[src/rtl/perceptron_train_step_defines.svh]
// ---------------------------------------------------------------------------
// Perceptron training step: assertion macros
// Shared concurrent assertion forms, compiled out with NO_ASSERTIONS.
// ---------------------------------------------------------------------------
`ifndef PERCEPTRON_TRAIN_STEP_DEFINES_SVH
`define PERCEPTRON_TRAIN_STEP_DEFINES_SVH

`ifndef NO_ASSERTIONS
// Same-cycle implication, checked outside reset.
`define PT_ASSERT(lbl, prop, msg) \
  lbl: assert property (@(posedge clk) disable iff (!rst_n) prop) else $error(msg);
// Next-cycle implication, checked outside reset.
`define PT_ASSERT_NEXT(lbl, ante, cons, msg) \
  lbl: assert property (@(posedge clk) disable iff (!rst_n) (ante) |=> (cons)) \
    else $error(msg);
`else
`define PT_ASSERT(lbl, prop, msg)
`define PT_ASSERT_NEXT(lbl, ante, cons, msg)
`endif

`endif

[src/rtl/pcpt_pkg.sv]
// ---------------------------------------------------------------------------
// Perceptron training step: package
// Sizes, codes and the beat types passed between the pipeline stages.
// ---------------------------------------------------------------------------
package pcpt_pkg;

  localparam int WEIGHT_COUNT = 16;
  localparam int VALUE_WIDTH  = 16;

  localparam int IN_W      = 16;  // point and bias input fields
  localparam int LR_W      = 16;  // learning rate field
  localparam int CNT_W     = 5;   // weights_in_use field
  localparam int IDXF_W    = 4;   // weight_index field
  localparam int CFG_IDX_W = 2;
  localparam int CFG_DAT_W = 16;

  localparam int IDX_W   = (WEIGHT_COUNT > 1) ? $clog2(WEIGHT_COUNT) : 1;
  localparam int CLAMP_W = 9;     // holds WEIGHT_COUNT up to 256

  localparam int MUL_W   = IN_W + LR_W + 1;
  localparam int RND_W   = IN_W + 1;
  localparam int DELTA_W = RND_W + 1;
  localparam int SUM_W   = ((VALUE_WIDTH > DELTA_W) ? VALUE_WIDTH : DELTA_W) + 1;
  localparam int PROD_W  = IN_W + VALUE_WIDTH;
  localparam int DOT_W   = PROD_W + 2;

  localparam int IN_TDATA_W  = 40;
  localparam int OUT_TDATA_W = 56;

  typedef enum logic [0:0] {
    OP_INFER = 1'b0,
    OP_TRAIN = 1'b1
  } opcode_t;

  typedef enum logic [1:0] {
    ERR_NONE  = 2'd0,
    ERR_PLUS  = 2'd1,
    ERR_MINUS = 2'd2
  } err_code_t;

  typedef enum logic [CFG_IDX_W-1:0] {
    CFG_BIAS_INPUT     = 2'd0,
    CFG_LEARN_RATE     = 2'd1,
    CFG_WEIGHTS_IN_USE = 2'd2
  } cfg_index_t;

  typedef logic signed [VALUE_WIDTH-1:0] weight_t;
  typedef logic signed [IN_W-1:0]        in_t;
  typedef logic signed [DELTA_W-1:0]     delta_t;

  typedef struct packed {
    in_t              bias_input;
    logic [LR_W-1:0]  learn_rate;
    logic [CNT_W-1:0] weights_in_use;
  } cfg_t;

  // Beat between the prep stage and the update stage.
  typedef struct packed {
    opcode_t          train;
    logic             desired;
    logic [IDX_W-1:0] idx;
    in_t              x;
    in_t              y;
    delta_t           dx;
    delta_t           dy;
    delta_t           db;
  } item_t;

  typedef struct packed {
    logic      guess;
    err_code_t err;
    in_t       wx;
    in_t       wy;
    in_t       wb;
  } result_t;

  // Bring a stored weight to the 16-bit result field.
  function automatic in_t to_field(weight_t w);
    logic signed [SUM_W-1:0] ext;
    ext = SUM_W'(w);
    return ext[IN_W-1:0];
  endfunction

endpackage

[src/rtl/pcpt_core.sv]
// ---------------------------------------------------------------------------
// Perceptron training step: update stage
// Holds the weight table and bias weight, forms the weighted sum and guess,
// and writes the saturated update back in the same cycle.
// ---------------------------------------------------------------------------
`include "perceptron_train_step_defines.svh"

module pcpt_core
  import pcpt_pkg::*;
(
  input  logic    clk,
  input  logic    rst_n,
  input  in_t     bias_input,
  input  item_t   item,
  input  logic    fire,
  output result_t res
);

  weight_t wx_r [WEIGHT_COUNT];
  weight_t wy_r [WEIGHT_COUNT];
  weight_t wb_r;

  weight_t wx, wy;
  logic signed [PROD_W-1:0] px, py, pb;
  logic signed [DOT_W-1:0]  dot;
  logic    guess;
  logic    miss;
  logic    upd;
  weight_t nx, ny, nb;

  function automatic weight_t sat_add(weight_t w, delta_t d, logic pos);
    logic signed [SUM_W-1:0]           s;
    logic [SUM_W-VALUE_WIDTH:0]        hi;
    s  = pos ? (SUM_W'(w) + SUM_W'(d)) : (SUM_W'(w) - SUM_W'(d));
    hi = s[SUM_W-1:VALUE_WIDTH-1];
    if (hi == '0 || hi == '1) begin
      return s[VALUE_WIDTH-1:0];
    end else if (s[SUM_W-1]) begin
      return {1'b1, {(VALUE_WIDTH-1){1'b0}}};
    end else begin
      return {1'b0, {(VALUE_WIDTH-1){1'b1}}};
    end
  endfunction

  assign wx = wx_r[item.idx];
  assign wy = wy_r[item.idx];

  always_comb begin
    px    = item.x * wx;
    py    = item.y * wy;
    pb    = bias_input * wb_r;
    dot   = DOT_W'(px) + DOT_W'(py) + DOT_W'(pb);
    guess = (dot > 0);  // a zero sum guesses negative
    miss  = (item.train == OP_TRAIN) && (item.desired != guess);
    upd   = fire && miss;
    nx    = sat_add(wx,   item.dx, item.desired);
    ny    = sat_add(wy,   item.dy, item.desired);
    nb    = sat_add(wb_r, item.db, item.desired);

    res.guess = guess;
    if (!miss) begin
      res.err = ERR_NONE;
    end else if (item.desired) begin
      res.err = ERR_PLUS;
    end else begin
      res.err = ERR_MINUS;
    end
    res.wx = to_field(miss ? nx : wx);
    res.wy = to_field(miss ? ny : wy);
    res.wb = to_field(miss ? nb : wb_r);
  end

  always_ff @(posedge clk) begin
    if (!rst_n) begin
      for (int i = 0; i < WEIGHT_COUNT; i++) begin
        wx_r[i] <= '0;
        wy_r[i] <= '0;
      end
      wb_r <= '0;
    end else if (upd) begin
      wx_r[item.idx] <= nx;
      wy_r[item.idx] <= ny;
      wb_r           <= nb;
    end
  end

  `PT_ASSERT_NEXT(a_bias_hold, !upd, $stable(wb_r), "bias weight moved without an update")
  `PT_ASSERT_NEXT(a_x_written, upd, wx_r[$past(item.idx)] == $past(nx), "weight x not written")
  `PT_ASSERT(a_upd_on_miss, upd |-> (res.err != ERR_NONE), "update without an error code")

endmodule

[config.mk]
export PLATFORM = sky130hd
export DESIGN_NAME = pcpt_core
export DESIGN_NICKNAME = d
export VERILOG_FILES = /design/src/rtl/pcpt_pkg.sv /design/src/rtl/pcpt_core.sv
export VERILOG_INCLUDE_DIRS = /design/src /design/src/rtl
export SDC_FILE = /design/constraint.sdc
export NUM_CORES = 2
export LEC_CHECK = 0
export CAP_MARGIN = 20
export CORE_ASPECT_RATIO = 0.9
export CORE_MARGIN = 4
export CORE_UTILIZATION = 30
export DETAILED_ROUTE_END_ITERATION = 7
export DONT_BUFFER_PORTS = 1
export PLACE_DENSITY = 0.49
export SETUP_SLACK_MARGIN = 0.2
export SYNTH_ARGS = -nofsm -noshare
export SYNTH_HDL_FRONTEND = slang
export SYNTH_SLANG_ARGS = --single-unit
[constraint.sdc]
create_clock -name clk -period 36.4 [get_ports clk]
set_input_delay 10.92 -clock clk [delete_from_list [all_inputs] [get_ports clk]]
set_output_delay 10.92 -clock clk [all_outputs]
set_load 0.01 [all_outputs]
Word level (Yosys, flattened, before mapping). Memories as Yosys holds them, arrays and structs flattened. Cells that the tools add are included.

Logic and storage cells: 53. Bits in registers: 16. RAM bits: 512. Output and inout port bits: 51. Memories kept: 2.

Reductions and logical operators: 10. Equality and inequality tests: 4. Mux-type cells: 24. $add $sub $neg: 8. $mul: 3. $lt $le $gt $ge: 1.

Memories: wx_r (depth 16, bits a word 16, rd ports 1, clocked after memory_dff 0, write ports 16, line pcpt_core.sv:19) `weight_t wx_r [WEIGHT_COUNT];`; wy_r (depth 16, bits a word 16, rd ports 1, clocked after memory_dff 0, write ports 16, line pcpt_core.sv:20) `weight_t wy_r [WEIGHT_COUNT];`.

Operators by type and width (number): $mux 16 (11); $mul 16x16->32 (3); $add 16x18->19 (3); $mux 19 (3); $sub 16x18->19 (3); $add 33x32->34 (1); $gt 34x1->1 const B (1); $add 32x32->33 (1); $reduce_or 16->1 (2); $eq 4x4->1 const B (3); $logic_not 4->1 (3); $mux 4 (2); $mux 1 (6); $mux 2 (2); $logic_or 1x1->1 (3); $logic_and 1x1->1 (2); $ne 1x1->1 (1).

Logic depth before layout (Yosys ltp). An unclocked memory read counts as a cell.

Depth in word-level cells: 13. Mapped depth: 41.

Worst setup path after synthesis. Ideal clock, no wire load.

Path kind: input to output. From: in item[86] (netlist bit). To: out res[16] (netlist bit). Path buffers: 9. Arrival time: 21.481 ns. Data required time: 25.480 ns. Slack: 3.999 ns. Cell stages on the path: 37. Path through: buf_2 -> clkbuf_1 -> buf_1 -> mux4_2 -> mux4_2 -> buf_1 -> nand2_1 -> fa_1 -> fa_1 -> inv_1 -> fa_1 -> inv_1 -> fa_1 -> fa_1 -> inv_1 -> fa_1 -> fa_1 -> fa_1 -> inv_1 -> fa_1 -> inv_1 -> ha_1 -> clkbuf_1 -> nand3_1 -> or3_1 -> buf_2 -> a2111oi_4 -> mux2i_1 -> or4_1 -> nor4_2 -> nand2_1 -> and3_4 -> o21ai_2 -> buf_6 -> buf_6 -> buf_8 -> mux2i_1.

RTL lines: start: declaration (line pcpt_core.sv:14) `input item_t item,`; end: declaration (line pcpt_core.sv:16) `output result_t res`.

==> results.sh <==
export IMPL_drv_slew=0
export IMPL_slowest_stage="mux4_2"
export IMPL_synth_area_leaders="fa_1 (31%), edfxtp_1 (26%), inv_1 (6.4%), mux4_2 (6.0%), ha_1 (5.4%)"
export IMPL_ant_nets=0
export IMPL_ios=162
export IMPL_crit_buf_inv=7
export IMPL_yosys_warnings=0
export IMPL_cts_resized=0
export IMPL_vias_per_cell=5.04
export IMPL_fin_worst_skew_ns=0.0404
export IMPL_status="complete, no violations"
export IMPL_routabilityCongestion=0.901
export IMPL_cp_startpoint="item[86]"
export IMPL_start_util=0.302
export IMPL_clockBufferDepth=3
export IMPL_dieArea_um2=207000
export IMPL_dpl_hpwl_um=138000
export IMPL_synth_edf_count=512
export IMPL_setup_violations_final=0
export IMPL_r2r_end="wy_r[0][3]$_SDFFCE_PN0P_"
export IMPL_drive_above_1_share=0.0983
export IMPL_clkTransAtPathRegs_ns=0.06
export IMPL_hp_class="reg2reg"
export IMPL_totalWireLength_um=193000
export IMPL_htree_levels=2
export IMPL_crit_family="adder cells"
export IMPL_yosysTopAreaCellShare=0.313
export IMPL_cts_hold_fix_buffers=0
export IMPL_coreArea_um2=198000
export IMPL_antenna_found_initial=6
export IMPL_fillers=20200
export IMPL_postSynthCellCount=5435
export IMPL_die_h_um=432
export IMPL_reg2regPathDepth=32
export IMPL_cts_root_buf="clkbuf_16"
export IMPL_worst_setup_path_start_kind="input pin"
export IMPL_syn_num_nets=6739
export IMPL_cpMostUsedCell="fa_1"
export IMPL_seq_area_frac_synth=0.262
export IMPL_period_share=0.926
export IMPL_cts_sinks=528
export IMPL_synth_top_cell_by_area="fa_1"
export IMPL_syn_to_final_growth_pct=7.82
export IMPL_post_cts_buffers=0
export IMPL_cp_arrival_ns=22.79
export IMPL_overflow=0
export IMPL_min_period_ns=33.71
export IMPL_gr_usage_all_layers=0.188
export IMPL_required_ns=25.48
export IMPL_syn_avg_cell_area_um2=11.0
export IMPL_cp_endpoint="res[16]"
export IMPL_firstDrtPassIters=6
export IMPL_numCtsBuffers=59
export IMPL_worstMarginPinSlew_ns=1.06
export IMPL_tns_ns=0
export IMPL_ys_ff_latch=528
export IMPL_netlist_area_um2=59900
export IMPL_cpPeakStageDelay_ns=0.74
export IMPL_crit_path_end_kind="output pin"
export IMPL_cts_tree="built"
export IMPL_fin_nets=6540
export IMPL_seqCellArea_um2=15700
export IMPL_drv_cap=0
export IMPL_drc=0
export IMPL_crit_fanout=136
export IMPL_wl_per_cell_um=24.3
export IMPL_drt_iter0_drc=3603
export IMPL_grt_max_degree=150
export IMPL_worstSkewPairLatency_ns=0.67
export IMPL_grt_pass1_vias=42600
export IMPL_netlist_top_cells_count="inv_1 (1,019), fa_1 (935), nand2_1 (548), edfxtp_1 (512), nor3_1 (409)"
export IMPL_rsz0062_at_grt="no"
export IMPL_synth_flop_cell="edfxtp_1"
export IMPL_fmax_mhz=29.7
export IMPL_multi_input_area_um2=39000
export IMPL_r2r_start="wy_r[12][1]$_SDFFCE_PN0P_"
export IMPL_io_buffers=0
export IMPL_synth_most_common_cell="inv_1"
export IMPL_synthArstFlopShare=0
export IMPL_vias=40100
export IMPL_die_w_um=479
export IMPL_synth_cell_type_count=85
export IMPL_criticalPathCategory="in2out"
export IMPL_r2r_setup_slack_ns=23.33
export IMPL_rows=155
export IMPL_relSlewSlack=0.290
export IMPL_grt_pass1_wl_um=289000
export IMPL_final_hold_viol_count=0
export IMPL_crit_cells=31
state kept, by name (all words and copies together) (netlist names):
signal / cells
wy_r: 256
wx_r: 256
wb_r: 16
worst min path at each step:
stage	endpoint	slack (ns)	depth (start not counted)	start
global route	wb_r[7]$_SDFFE_PN0P_	0.49	2	wb_r[7]$_SDFFE_PN0P_
detailed placement	wb_r[7]$_SDFFE_PN0P_	0.45	2	wb_r[7]$_SDFFE_PN0P_
CTS	wb_r[7]$_SDFFE_PN0P_	0.46	2	wb_r[7]$_SDFFE_PN0P_
global placement	wb_r[7]$_SDFFE_PN0P_	0.44	2	wb_r[7]$_SDFFE_PN0P_
floorplan	wb_r[0]$_SDFFE_PN0P_	0.51	2	wb_r[0]$_SDFFE_PN0P_
finish	wb_r[7]$_SDFFE_PN0P_	0.46	2	wb_r[7]$_SDFFE_PN0P_
metrics by stage:
step                      setup slack (ns)  instance area [um2]  instances  hold WS, ns  utilization
after floorplan                       4.00                59900       5435        0.511            -
after global placement                3.08                62500       7840        0.445        0.315
after detailed placement              2.90                62500       7842        0.454        0.315
after CTS                             2.89                64500       7947        0.462        0.325
after global routing                  2.24                64600       7950        0.489        0.325
final                                 2.69                64600       7951        0.458        0.325
worst min-delay path, stage by stage, from the launching register on:
cell and delay, ns:
dfxtp_1 0.31, nand2_1 0.05, mux2i_1 0.05
final cells by class:
type                            count  area share
Multi-Input combinational cell   3545       0.605
Inverter                         1019      0.0592
Timing Repair Buffer               83      0.0105
Clock buffer                       75      0.0241
Antenna cell                        2   0.0000775
Clock inverter                     30     0.00645
Sequential cell                   528       0.243
Tap cell                         2669      0.0517
cells by family (layout without fill, tap and decap cells):
kind of cell / Yosys count / count (layout) / share of synthesized area
adders and majority gates: 1193 / 1193 / 0.367
muxes: 233 / 233 / 0.0727
other: 0 / 2 / 0
and+or+nand+nor: 1615 / 1615 / 0.144
DFF: 528 / 528 / 0.262
buffers and inverters: 1362 / 1207 / 0.0910
xor gates and xnor gates: 124 / 124 / 0.0184
AOI/OAI and AO/OA: 380 / 380 / 0.0448
cells in the final DEF, fill, tap and decap left out, drive strengths merged, types with 31 or more instances in the layout:
cell / Yosys / routed
a211oi: 37 / 37
a21o: 35 / 35
a21oi: 85 / 85
and2: 273 / 273
buf: 131 / 83
clkbuf: 212 / 75
edfxtp: 512 / 512
fa: 935 / 935
ha: 258 / 258
inv: 1019 / 1022
mux2i: 49 / 49
mux4: 159 / 159
nand2: 548 / 548
nand2b: 31 / 31
nor2: 102 / 102
nor2b: 35 / 35
nor3: 449 / 449
nor3b: 82 / 82
o21ai: 65 / 65
xnor2: 65 / 65
xor2: 59 / 59
per-layer routing:
metal  vias to the layer above  wire length, um  share of wire  track usage
li1                      17300                -              -            -
met1                     21200            78200           0.40        0.244
met2                      1368            97900           0.51        0.333
met3                       242            11100          0.058       0.0220
met4                         0             6050          0.031       0.0477
met5                         -                0              0            0
Power is left out: the tool's default activity adds up to more than one toggle a clock period on the data nets, which glitch-free logic cannot reach.
